==> config.mk <==
export PLATFORM = sky130hd
export DESIGN_NAME = mono_glyph_string_blitter
export DESIGN_NICKNAME = d
export VERILOG_FILES = /design/src/hw/rtl/mgsb_pkg.sv /design/src/hw/rtl/mgsb_regs.sv /design/src/hw/rtl/mgsb_ctrl.sv /design/src/hw/rtl/mgsb_dp.sv /design/src/hw/rtl/mono_glyph_string_blitter.sv
export SDC_FILE = /design/constraint.sdc
export NUM_CORES = 1
export LEC_CHECK = 0
export BUFFER_PORTS_ARGS = -buffer_cell sky130_fd_sc_hd__buf_4
export CORE_UTILIZATION = 35
export DETAILED_ROUTE_END_ITERATION = 10
export GPL_TIMING_DRIVEN = 0
export HOLD_SLACK_MARGIN = 0.15
export PLACE_DENSITY_LB_ADDON = 0.1
export SLEW_MARGIN = 5
export SYNTH_ARGS = -nofsm -noshare
export SYNTH_HDL_FRONTEND = slang
export SYNTH_HIERARCHICAL = 1
export SYNTH_SLANG_ARGS = --single-unit
==> constraint.sdc <==
create_clock -name clk -period 6.3 [get_ports clk]
set_input_delay 0.315 -clock clk [delete_from_list [all_inputs] [get_ports clk]]
set_output_delay 0.315 -clock clk [all_outputs]
set_load 0.005 [all_outputs]
==> src/hw/rtl/mgsb_pkg.sv <==
// ----------------------------------------------------------------------------
// mgsb_pkg
// Shared types and constants of the glyph string blitter: screen limits,
// register indexes, configuration bundle and controller/datapath signals.
// ----------------------------------------------------------------------------
package mgsb_pkg;

	localparam logic [15:0] SCREEN_W = 16'd480;
	localparam logic [15:0] SCREEN_H = 16'd800;

	// bytes per glyph reach 32 * 255, so 13 bits hold the count
	localparam int BIG_W = 13;

	typedef enum logic [2:0] {
		REG_START_X     = 3'd0,
		REG_START_Y     = 3'd1,
		REG_GLYPH_SIZE  = 3'd2,
		REG_GLYPH_COUNT = 3'd3,
		REG_FG_COLOR    = 3'd4,
		REG_BG_COLOR    = 3'd5,
		REG_MODE_FLAGS  = 3'd6,
		REG_BOX_EXTENT  = 3'd7
	} reg_idx_t;

	typedef struct packed {
		logic [15:0] start_x;
		logic [15:0] start_y;
		logic [7:0]  glyph_size;
		logic [7:0]  glyph_count;
		logic [15:0] fg_color;
		logic [15:0] bg_color;
		logic [1:0]  mode_flags;
		logic [31:0] box_extent;
	} cfg_t;

	// x in the lowest bits, as on the output bus
	typedef struct packed {
		logic [15:0] color;
		logic [15:0] y;
		logic [15:0] x;
	} pixel_t;

	typedef struct packed {
		logic init_mul;
		logic init_set;
		logic load;
		logic set_done;
		logic skip;
		logic wrap;
		logic check;
		logic step;
		logic flush;
	} cmd_t;

	typedef struct packed {
		logic done;
		logic exhausted;
		logic first;
		logic aborted;
		logic check_fail;
		logic step_ready;
		logic step_end;
		logic in_ready;
	} sts_t;

endpackage

==> src/hw/rtl/mgsb_regs.sv <==
// ----------------------------------------------------------------------------
// mgsb_regs
// Configuration register file, written through a plain indexed write port.
// ----------------------------------------------------------------------------
module mgsb_regs (
	input  logic               clk,
	input  logic               arst_n,
	input  logic               cfg_we,
	input  logic [2:0]         cfg_index,
	input  logic [31:0]        cfg_data,
	output mgsb_pkg::cfg_t     cfg
);

	mgsb_pkg::cfg_t cfg_q;

	always_ff @(posedge clk or negedge arst_n) begin
		if (!arst_n) begin
			cfg_q.start_x     <= 16'd0;
			cfg_q.start_y     <= 16'd0;
			cfg_q.glyph_size  <= 8'd8;
			cfg_q.glyph_count <= 8'd0;
			cfg_q.fg_color    <= 16'hFFFF;
			cfg_q.bg_color    <= 16'd0;
			cfg_q.mode_flags  <= 2'd0;
			cfg_q.box_extent  <= 32'd0;
		end else if (cfg_we) begin
			unique case (mgsb_pkg::reg_idx_t'(cfg_index))
				mgsb_pkg::REG_START_X:     cfg_q.start_x     <= cfg_data[15:0];
				mgsb_pkg::REG_START_Y:     cfg_q.start_y     <= cfg_data[15:0];
				mgsb_pkg::REG_GLYPH_SIZE:  cfg_q.glyph_size  <= cfg_data[7:0];
				mgsb_pkg::REG_GLYPH_COUNT: cfg_q.glyph_count <= cfg_data[7:0];
				mgsb_pkg::REG_FG_COLOR:    cfg_q.fg_color    <= cfg_data[15:0];
				mgsb_pkg::REG_BG_COLOR:    cfg_q.bg_color    <= cfg_data[15:0];
				mgsb_pkg::REG_MODE_FLAGS:  cfg_q.mode_flags  <= cfg_data[1:0];
				mgsb_pkg::REG_BOX_EXTENT:  cfg_q.box_extent  <= cfg_data;
			endcase
		end
	end

	assign cfg = cfg_q;

endmodule

==> src/hw/rtl/mgsb_ctrl.sv <==
// ----------------------------------------------------------------------------
// mgsb_ctrl
// Sequencer of the blitter: string restart, glyph start checks and the
// bit-by-bit walk through each accepted byte.
// ----------------------------------------------------------------------------
module mgsb_ctrl (
	input  logic               clk,
	input  logic               arst_n,
	input  logic               cfg_we,
	input  logic               s_tvalid,
	output logic               s_tready,
	input  mgsb_pkg::sts_t     sts,
	output mgsb_pkg::cmd_t     cmd
);

	typedef enum logic [2:0] {
		ST_INIT_MUL,
		ST_INIT_SET,
		ST_IDLE,
		ST_WRAP,
		ST_CHECK,
		ST_STEP
	} state_t;

	state_t state_q;
	logic   accept;

	assign s_tready = (state_q == ST_IDLE) && sts.in_ready;
	assign accept   = s_tvalid && s_tready;

	always_comb begin
		cmd = '0;
		unique case (state_q)
			ST_INIT_MUL: cmd.init_mul = 1'b1;
			ST_INIT_SET: cmd.init_set = 1'b1;
			ST_IDLE: begin
				cmd.flush = 1'b1;
				if (accept) begin
					priority if (sts.done) begin
						cmd.load = 1'b0;
					end else if (sts.exhausted) begin
						cmd.set_done = 1'b1;
					end else if (sts.first) begin
						cmd.load = 1'b1;
					end else if (sts.aborted) begin
						cmd.skip = 1'b1;
					end else begin
						cmd.load = 1'b1;
					end
				end
			end
			ST_WRAP:  cmd.wrap  = 1'b1;
			ST_CHECK: cmd.check = 1'b1;
			ST_STEP:  cmd.step  = 1'b1;
		endcase
	end

	always_ff @(posedge clk or negedge arst_n) begin
		if (!arst_n) begin
			state_q <= ST_INIT_MUL;
		end else if (cfg_we) begin
			state_q <= ST_INIT_MUL;
		end else begin
			unique case (state_q)
				ST_INIT_MUL: state_q <= ST_INIT_SET;
				ST_INIT_SET: state_q <= ST_IDLE;
				ST_IDLE: begin
					if (accept && !sts.done && !sts.exhausted) begin
						priority if (sts.first) begin
							state_q <= ST_WRAP;
						end else if (!sts.aborted) begin
							state_q <= ST_STEP;
						end else begin
							state_q <= ST_IDLE;
						end
					end
				end
				ST_WRAP:  state_q <= ST_CHECK;
				ST_CHECK: state_q <= sts.check_fail ? ST_IDLE : ST_STEP;
				ST_STEP: begin
					if (sts.step_ready && sts.step_end) begin
						state_q <= ST_IDLE;
					end
				end
			endcase
		end
	end

endmodule

==> src/hw/rtl/mgsb_dp.sv <==
// ----------------------------------------------------------------------------
// mgsb_dp
// Datapath of the blitter: pen and draw coordinates, glyph counters, the
// pending pixel and the output register.
// ----------------------------------------------------------------------------
module mgsb_dp (
	input  logic               clk,
	input  logic               arst_n,
	input  mgsb_pkg::cfg_t     cfg,
	input  mgsb_pkg::cmd_t     cmd,
	output mgsb_pkg::sts_t     sts,
	input  logic [7:0]         s_tdata,
	output logic               m_tvalid,
	input  logic               m_tready,
	output logic [47:0]        m_tdata,
	output logic               m_tlast
);

	localparam int BW = mgsb_pkg::BIG_W;

	logic [15:0] pen_x_q, pen_y_q, lo_x_q, lo_y_q, draw_x_q, draw_y_q;
	logic [15:0] prod_q;
	logic [BW-1:0] bpg_q, big_q;
	logic [7:0]  gd_q;
	logic        abort_q, done_q;
	logic [7:0]  byte_q;
	logic [2:0]  idx_q;
	mgsb_pkg::pixel_t pend_q, out_q;
	logic        pend_v_q, out_v_q, out_last_q;

	logic [7:0]  g, cnt;
	logic [5:0]  ceil8;
	logic [13:0] bpg_full;
	logic [15:0] prod_full;
	logic        centre;
	logic [15:0] ox_c, oy_c, ox, oy;
	logic        init_done;
	logic signed [17:0] wrap_lim, check_lim;
	logic        wrap_hit, check_fail;
	logic        bit_on, emit;
	logic [15:0] dy1, dx1;
	logic [16:0] row_diff;
	logic        abort_row, col_end, abort_col, step_end;
	logic        out_free, step_ready, step_go, byte_end;
	logic [BW-1:0] big_nx;
	logic        glyph_end;
	logic [7:0]  gd_nx;
	logic        flush_go, push_go, out_load;

	assign g   = cfg.glyph_size;
	assign cnt = cfg.glyph_count;

	// restart arithmetic
	assign ceil8     = {1'b0, g[7:3]} + {5'b0, |g[2:0]};
	assign bpg_full  = {8'b0, ceil8} * {6'b0, g};
	assign prod_full = {8'b0, g} * {8'b0, cnt};
	assign centre    = cfg.mode_flags[1];
	assign ox_c      = cfg.start_x - {1'b0, prod_q[15:1]};
	assign oy_c      = cfg.start_y - {9'b0, g[7:1]};
	assign ox        = centre ? ox_c : cfg.start_x;
	assign oy        = centre ? oy_c : cfg.start_y;
	assign init_done = (centre && ((ox_c > mgsb_pkg::SCREEN_W) || (oy_c > mgsb_pkg::SCREEN_H)))
		|| (g == 8'd0) || (cnt == 8'd0);

	// glyph start: line wrap, then box height
	assign wrap_lim   = $signed({2'b0, lo_x_q}) + $signed({2'b0, cfg.box_extent[31:16]})
		- $signed({10'b0, g});
	assign check_lim  = $signed({2'b0, lo_y_q}) + $signed({2'b0, cfg.box_extent[15:0]})
		- $signed({10'b0, g});
	assign wrap_hit   = $signed({2'b0, pen_x_q}) > wrap_lim;
	assign check_fail = $signed({2'b0, pen_y_q}) > check_lim;

	// one bit of the current byte
	assign bit_on    = byte_q[7];
	assign emit      = bit_on || !cfg.mode_flags[0];
	assign dy1       = draw_y_q + 16'd1;
	assign dx1       = draw_x_q + 16'd1;
	assign row_diff  = {1'b0, dy1} - {1'b0, pen_y_q};
	assign abort_row = dy1 >= mgsb_pkg::SCREEN_H;
	assign col_end   = !abort_row && (row_diff == {9'b0, g});
	assign abort_col = col_end && (dx1 >= mgsb_pkg::SCREEN_W);
	assign step_end  = abort_row || col_end || (idx_q == 3'd7);

	assign out_free   = !out_v_q || m_tready;
	assign step_ready = !emit || !pend_v_q || out_free;
	assign step_go    = cmd.step && step_ready;
	assign byte_end   = (step_go && step_end) || cmd.skip;
	assign big_nx     = big_q + {{(BW-1){1'b0}}, 1'b1};
	assign glyph_end  = big_nx >= bpg_q;
	assign gd_nx      = gd_q + 8'd1;

	// the pending pixel leaves as last of its byte on a flush, as not last on a push
	assign flush_go = cmd.flush && pend_v_q && out_free;
	assign push_go  = step_go && emit;
	assign out_load = flush_go || (push_go && pend_v_q);

	always_ff @(posedge clk or negedge arst_n) begin
		if (!arst_n) begin
			out_v_q  <= 1'b0;
			pend_v_q <= 1'b0;
			done_q   <= 1'b1;
			big_q    <= '0;
			gd_q     <= 8'd0;
			abort_q  <= 1'b0;
			idx_q    <= 3'd0;
		end else begin
			if (out_load) begin
				out_v_q <= 1'b1;
			end else if (m_tready) begin
				out_v_q <= 1'b0;
			end
			if (push_go) begin
				pend_v_q <= 1'b1;
			end else if (flush_go) begin
				pend_v_q <= 1'b0;
			end
			if (cmd.load) begin
				idx_q <= 3'd0;
			end else if (step_go) begin
				idx_q <= idx_q + 3'd1;
			end
			if (cmd.init_set) begin
				done_q  <= init_done;
				big_q   <= '0;
				gd_q    <= 8'd0;
				abort_q <= 1'b0;
			end else begin
				if (cmd.set_done || (cmd.check && check_fail)) begin
					done_q <= 1'b1;
				end
				if (cmd.check && !check_fail) begin
					abort_q <= 1'b0;
				end
				if (step_go) begin
					abort_q <= abort_row || abort_col;
				end
				if (byte_end) begin
					if (glyph_end) begin
						big_q   <= '0;
						gd_q    <= gd_nx;
						abort_q <= 1'b0;
						if (gd_nx >= cnt) begin
							done_q <= 1'b1;
						end
					end else begin
						big_q <= big_nx;
					end
				end
			end
		end
	end

	always_ff @(posedge clk) begin
		if (cmd.init_mul) begin
			prod_q <= prod_full;
			bpg_q  <= bpg_full[BW-1:0];
		end
		if (cmd.init_set) begin
			pen_x_q  <= ox;
			pen_y_q  <= oy;
			lo_x_q   <= ox;
			lo_y_q   <= oy;
			draw_x_q <= ox;
			draw_y_q <= oy;
		end
		if (cmd.wrap && wrap_hit) begin
			pen_y_q <= pen_y_q + {8'b0, g};
			pen_x_q <= lo_x_q;
		end
		if (cmd.check && !check_fail) begin
			draw_x_q <= pen_x_q;
			draw_y_q <= pen_y_q;
		end
		if (cmd.load) begin
			byte_q <= s_tdata;
		end
		if (step_go) begin
			draw_y_q <= col_end ? pen_y_q : dy1;
			if (col_end) begin
				draw_x_q <= dx1;
			end
			byte_q <= {byte_q[6:0], 1'b0};
		end
		if (byte_end && glyph_end) begin
			pen_x_q <= pen_x_q + {8'b0, g};
		end
		if (push_go) begin
			pend_q.x     <= draw_x_q;
			pend_q.y     <= draw_y_q;
			pend_q.color <= bit_on ? cfg.fg_color : cfg.bg_color;
		end
		if (out_load) begin
			out_q      <= pend_q;
			out_last_q <= flush_go;
		end
	end

	assign sts.done       = done_q;
	assign sts.exhausted  = (gd_q >= cnt) || (g == 8'd0);
	assign sts.first      = (big_q == '0);
	assign sts.aborted    = abort_q;
	assign sts.check_fail = check_fail;
	assign sts.step_ready = step_ready;
	assign sts.step_end   = step_end;
	assign sts.in_ready   = !pend_v_q || out_free;

	assign m_tvalid = out_v_q;
	assign m_tdata  = out_q;
	assign m_tlast  = out_last_q;

endmodule

==> src/hw/rtl/mono_glyph_string_blitter.sv <==
// ----------------------------------------------------------------------------
// mono_glyph_string_blitter
// Expands a stream of 1-bpp square glyph bytes into pixel writes.
// ----------------------------------------------------------------------------
// Usage:
//  - Program the eight registers through cfg_we/cfg_index/cfg_data while the
//    block is idle; every write restarts the string (origin, wrap box and
//    centring are recomputed, with s_tready held low).
//  - Feed glyph bytes on s_*, column-major, top to bottom, MSB topmost.
//    Bytes that arrive after the string is finished are taken and dropped.
//  - Each byte yields 0 to 8 pixel writes on m_*; m_tlast marks the final
//    write caused by that byte.
// Byte walk and output rate:
//  - A byte is taken while idle and then walked one bit per cycle while
//    the output can take writes; the first byte of a glyph first passes
//    the line wrap and box height checks. Writes leave at one per cycle
//    while m_tready is high, and no new byte is taken until the walk ends.
//  - Each write is held in a pending register until the next write or the
//    end of its byte settles its tlast, then moves to the output register,
//    so a byte's first write waits for its second write or its byte's end.
// Reset and stalls:
//  - arst_n restores the register defaults and runs the restart sequence.
//  - A stalled m_tready holds the output item; the bit walk then stalls at
//    the next write and s_tready stays low until the pending write drains.
// ----------------------------------------------------------------------------
module mono_glyph_string_blitter (
	input  logic        clk,
	input  logic        arst_n,
	// configuration write port
	input  logic        cfg_we,
	input  logic [2:0]  cfg_index,
	input  logic [31:0] cfg_data,
	// glyph byte input
	input  logic        s_tvalid,
	output logic        s_tready,
	input  logic [7:0]  s_tdata,   // [7:0] bitmap_byte
	// pixel write output
	output logic        m_tvalid,
	input  logic        m_tready,
	output logic [47:0] m_tdata,   // [15:0] pixel_x, [31:16] pixel_y, [47:32] pixel_color
	output logic        m_tlast    // last_of_byte
);

	mgsb_pkg::cfg_t cfg;
	mgsb_pkg::cmd_t cmd;
	mgsb_pkg::sts_t sts;

	// hold the register file
	mgsb_regs u_regs (
		.clk       (clk),
		.arst_n    (arst_n),
		.cfg_we    (cfg_we),
		.cfg_index (cfg_index),
		.cfg_data  (cfg_data),
		.cfg       (cfg)
	);

	// sequence restart, glyph start checks and the bit walk
	mgsb_ctrl u_ctrl (
		.clk      (clk),
		.arst_n   (arst_n),
		.cfg_we   (cfg_we),
		.s_tvalid (s_tvalid),
		.s_tready (s_tready),
		.sts      (sts),
		.cmd      (cmd)
	);

	// advance coordinates and counters, drive the output item
	mgsb_dp u_dp (
		.clk      (clk),
		.arst_n   (arst_n),
		.cfg      (cfg),
		.cmd      (cmd),
		.sts      (sts),
		.s_tdata  (s_tdata),
		.m_tvalid (m_tvalid),
		.m_tready (m_tready),
		.m_tdata  (m_tdata),
		.m_tlast  (m_tlast)
	);

endmodule

# Yosys cells after proc, flatten, opt, wreduce, memory -nomap -nowiden
# Cells that the tools add are included.
# classes
n_addsub,15
eq_ne,16
order_cmp,9
mux,63
multipliers,2
reduce_logical,65
# ops
operator,count
$mux W16,15
$mux W8,5
$mux W13,3
$gt A17 B18 Y1,2
$sub A18 B9 Y18,2
$add A16 B16 Y17,2
$add A16 B1 Y16 const B,2
$add A16 B8 Y16,2
$mux W3,10
$mux W1,28
$eq A3 B3 Y1 const B,7
$reduce_and A2 Y1,10
$logic_and A1 B1 Y1,18
$pmux W3 S6,1
$eq A17 B8 Y1,1
$sub A16 B16 Y17,1
$ge A16 B10 Y1 const B,1
$ge A16 B9 Y1 const B,1
$ge A8 B8 Y1,2
$gt A16 B10 Y1 const B,1
$gt A16 B9 Y1 const B,1
$logic_not A8 Y1,2
$mul A8 B8 Y16,1
$sub A16 B15 Y16,1
other kinds (19),51
# totals
word_cells,203
reg_bits,375
inputBits,48
out_inout_bits,51

# Depth between registers and ports, before layout
# logic_depth
ltp_word,13
depth_mapped,27
mapped_depth_nobuf,26

# Hierarchy
# Netlist, hierarchy kept.
# by_module_without_submodules
module,area_per_inst_um2,seq_area_each_um2,cells_per_inst,n_inst
mgsb_dp,21663.3,7408.4,2216,1
mgsb_regs,4393.0,2874.0,250,1
mgsb_ctrl,337.8,75.1,40,1

# Worst setup path before layout
# No wires, ideal clock.
# synth_timing
path_kind,register to register
start,reg u_regs.cfg_q (netlist bit u_regs/cfg[76])
end,"reg u_dp.draw_y_q[0], enable pin"
setup_time_ps,372
slack_ps,799
arrival_ps,5128
required_time_ps,5928
path_stages_with_launch,22
synth_period_minus_slack_ps,5501
path_buffers,1
path_cell_list,dfrtp_1 > fa_1 > inv_1 > ha_1 > nor2b_1 > o31a_1 > o41a_1 > a21oi_1 > nand2b_1 > nand2b_1 > a21oi_1 > xor2_1 > ha_1 > a21o_1 > a21o_1 > a211o_1 > a21oi_1 > a22oi_1 > and3_1 > nor3b_1 > clkbuf_1 > or3_1
# synth_between
elab_chain_len,5
# synth_rtl
element,line_no,text
from (decl),mgsb_regs.sv:14,mgsb_pkg::cfg_t cfg_q;
$sub A18 B9 Y18,mgsb_dp.sv:69,"- $signed({10'b0, g});"
$gt A17 B18 Y1,mgsb_dp.sv:71,"assign check_fail = $signed({2'b0, pen_y_q}) > check_lim;"
$logic_not A1 Y1,mgsb_dp.sv:170,if (cmd.check && !check_fail) begin
$logic_and A1 B1 Y1,mgsb_dp.sv:170,
$reduce_bool A3 Y1 (no line),--,
to (signal assigned),mgsb_dp.sv:164,draw_y_q <= oy;
to (signal assigned),mgsb_dp.sv:172,draw_y_q <= pen_y_q;
to (signal assigned),mgsb_dp.sv:178,draw_y_q <= col_end ? pen_y_q : dy1;
to (decl),mgsb_dp.sv:21,"logic [15:0] pen_x_q, pen_y_q, lo_x_q, lo_y_q, draw_x_q, draw_y_q;"
# No other way between the ends.
# A chain may end at the register's enable or synchronous reset.

# Final worst setup path
# Ends and elaborated chain as after synthesis.

==> results_dict.tcl <==
set metrics [dict create \
    wirelength_um 72800 \
    die_height_um 277 \
    fmax_mhz 169 \
    fin_crit_sh 0.940 \
    postLayoutCoreUtil 0.409 \
    ys.flop_type "edfxtp_1" \
    synth-seq-cells 374 \
    clkSinkCount 374 \
    met2_usage 0.329 \
    cts_buffers 45 \
    hold_violations 0 \
    r2r_end "u_dp/draw_y_q[0]" \
    nets 3067 \
    grt_use_total 0.191 \
    finalClockSkew_ps 42.3 \
    syn_area_mm2 0.0264 \
    initial_utilization 0.354 \
    vias 18800 \
    clk_pin_slew_ps 60 \
    hpwlAfterDp_um 56100 \
    postSynthAreaPerCell_um2 10.5 \
    grt_max_degree 107 \
    detail-route-antenna-nets 0 \
    cts_max_path_buffers 3 \
    slew_viol_final 0 \
    rows 100 \
    cts_tree "done" \
    synth_most_common_cell "inv_1" \
    clkLatencyLatePin_ps 600 \
    core_region_area_mm2 0.0746 \
    syn_to_final_growth_pct 15.6 \
    pwr_density_cell_mw_per_mm2 551 \
    setup_viol 0 \
    cp_slowest_cell "fa_1" \
    critPathLaunchType "flip-flop" \
    worst_pin_slew_ps 944 \
    critPathTopFamily "compound AO/OA/AOI/OAI gates" \
    synth_common_cells "318 x inv_1, 237 x ha_1, 212 x edfxtp_1, 164 x nor2_1, 159 x mux2_2" \
    ir_drop_mv 0.335 \
    crit_cells 20 \
    grtUsageMet1 0.253 \
    critical_path_class "flip-flop to flip-flop" \
    n_antenna_cell 0 \
    maxCapViolCount 0 \
    io_pins 99 \
    cp_data_arrival_time_ps 6180 \
    clockRootBuffer "clkbuf_16" \
    met3_usage 0.0189 \
    holdPathEnd "u_regs/cfg[103]" \
    r2r_start "u_regs/cfg[76]" \
    drive_above_1_share 0.161 \
    drt_iter0_markers 912 \
    relSlewSlack 0.352 \
    viasPerCell 5.08 \
    crit_buf_inv 2 \
    crit_chain "fa_1 > inv_1 > ha_1 > nor2b_1 > o31a_1 > o41a_1 > a21oi_1 > nand2b_1 > nand2_1 > a21oi_1 > xor2_1 > ha_1 > a21o_1 > a211o_1 > a21oi_1 > a22oi_1 > and3_1 > nor3b_4 > clkbuf_2 > or3_4" \
    synth_cell_types 94 \
    seq_area_frac_synth 0.392 \
    wl_per_cell_um 19.6 \
    leakage_uw 0.0135 \
    outcome "finished clean" \
    first_global_vias 19100 \
    firstDrtPassIters 5 \
    netlist.top_cell.by_area "edfxtp_1" \
    gp_congestion 0.904 \
    async_flop_share 0.388 \
    antenna_found_initial 1 \
    synth_area_leaders "edfxtp_1 24%, dfrtp_1 12%, ha_1 11%" \
    worstSetupEndpointType "flip-flop" \
    min_path_cells 3 \
    synth_top_area_share 0.241 \
    cp_common_cell "a21oi_1" \
    die_w_um 277 \
    grt_setup_unrepaired "no" \
    required_ps 6560 \
    hp-start "cfg_index[1]" \
    die-area_mm2 0.0765 \
    grt_overflow_total 0 \
    yosys_warnings 6 \
    gr-max-usage-layer "met2" \
    synth_edf_count 212 \
    dp.cells 3577 \
    hold_class "input pin to flip-flop" \
    worst_r2r_path_depth 20 \
    slowest_delay_ps 550 \
    period_minus_slack_ps 5920 \
    port_buffers 95 \
    route.detailed.drc 0 \
    reg2reg_slack_ps 380 \
    netlist_instances 2506 \
    instances_no_fill 3707 \
    worst_hold_slack_ps 194 \
    ctsHtreeMaxLevel 2 \
    syn_nets 2872 \
    cp_max_fo 16 \
    grt_pass1_wl_um 113000 \
]
worst reg2reg max path, stage by stage, from the launching register on:
cell and delay [ps]:
dfrtp_2 540, fa_1 550, inv_1 40, ha_1 330
nor2b_1 160, o31a_1 280, o41a_1 350, a21oi_1 220
nand2b_1 160, nand2_1 70, a21oi_1 190, xor2_1 220
ha_1 280, a21o_1 160, a211o_1 280, a21oi_1 150
a22oi_1 140, and3_1 310, nor3b_4 390, clkbuf_2 400
or3_4 360
placed cells by master, fill, tap and decap left out, types with 14 or more instances in the layout:
cell type and n:
mux2i_1 67, o21bai_1 15, nand3_1 67, buf_4 108, o21a_1 23, dfrtp_1 120, or3_1 14, nor2_1 164
dlygate4sd3_1 45, clkbuf_16 45, a21oi_1 96, nor3_1 32, ha_1 237, nand2_1 134, xnor2_1 108, and2_1 29
o21ai_0 88, nor2b_1 31, and3_1 15, a21o_1 51, dfstp_2 17, inv_1 318, buf_2 19, edfxtp_1 212
fa_1 81, a221o_1 15, nand2b_1 50, clkbuf_1 41, xor2_1 49, nand4_1 19, mux2_2 159, dfxtp_1 17
nor4_1 16
where the power goes:
group	internal, uW	total [uW]	switching (uW)	leakage (uW)
clock	1610	2720	1110	0.000739
sequential	3660	4360	706	0.00388
combinational	4180	9730	5550	0.00887
layout make-up:
type	count	area (um^2)
multi-input combinational	1741	14500
buffer	69	380
tap	969	1210
inverter	322	1210
timing repair buffer	148	1270
sequential	374	10400
clock buffer	64	1250
clock inverter	20	312
fill	7255	44100
how the worst max path moves through the flow:
stage,start,end,slack (ps)
after global routing,u_regs/cfg[80],u_dp/pen_x_q[9],30
after global placement,u_ctrl/state_q[1],u_dp/done_q,-2320
after floorplan,u_regs/cfg[76],u_dp/draw_y_q[0],800
final,u_regs/cfg[76],u_dp/draw_y_q[0],380
after CTS,u_regs/cfg[76],u_dp/draw_y_q[0],8
after detailed placement,u_regs/cfg[81],u_dp/draw_y_q[14],-1020
metal layers:
layer  vias to the layer above  share of wire  routed length (um)
li1                       9145              -                   -
met1                      9290           0.46               33600
met2                       294           0.48               35200
met3                        85          0.028                2030
met4                         2          0.027                1990
met5                         -        0.00016                  12
kinds of logic after synthesis:
| logic type | synth area share |
|---|---|
| buffers and inverters | 0.0597 |
| AOI/OAI and AO/OA | 0.0963 |
| DFF | 0.392 |
| muxes | 0.0989 |
| and+or+nand+nor | 0.127 |
| adders and majority gates | 0.174 |
| xor gates and xnor gates | 0.0521 |
timing repair:
item | 4_1_cts | 5_1_grt
setup buffers | 1 | 0
pin swaps | 1 | 0
gates resized for setup | 13 | 18
endpoints found under the setup margin | 92 | 61
hold buffers | 45 | 0
endpoints found under the hold margin | 252 | 0
flip-flops by register name (all words and copies together), names as in the netlist, 3 cells and up:
| name | cells |
|---|---|
| u_ctrl/state_q | 3 |
| u_dp/big_q | 13 |
| u_dp/byte_q | 8 |
| u_dp/pen_y_q | 16 |
| u_dp/bpg_q | 13 |
| u_dp/idx_q | 3 |
| u_dp/pend_q | 48 |
| u_dp/gd_q | 8 |
| u_dp/lo_y_q | 16 |
| u_dp/pen_x_q | 16 |
| u_dp/lo_x_q | 16 |
| u_regs/cfg | 114 |
| u_dp/draw_x_q | 16 |
| u_dp/draw_y_q | 16 |
| u_dp/prod_q | 15 |
| u_dp/m_tdata | 48 |
through the flow:
stage / power (uW) / cell area, um^2 / setup TNS (ps) / setup slack, ps
global route: 18400 / 30500 / 0 / 27.4
detailed placement: 14100 / 28400 / -50270 / -1020
CTS: 17000 / 30500 / 0 / 7.67
finish: 16800 / 30500 / 0 / 379
floorplan: 11400 / 26400 / 0 / 799
global placement: 13900 / 28300 / -108720 / -2320
Power figures use the tool's default switching activity.
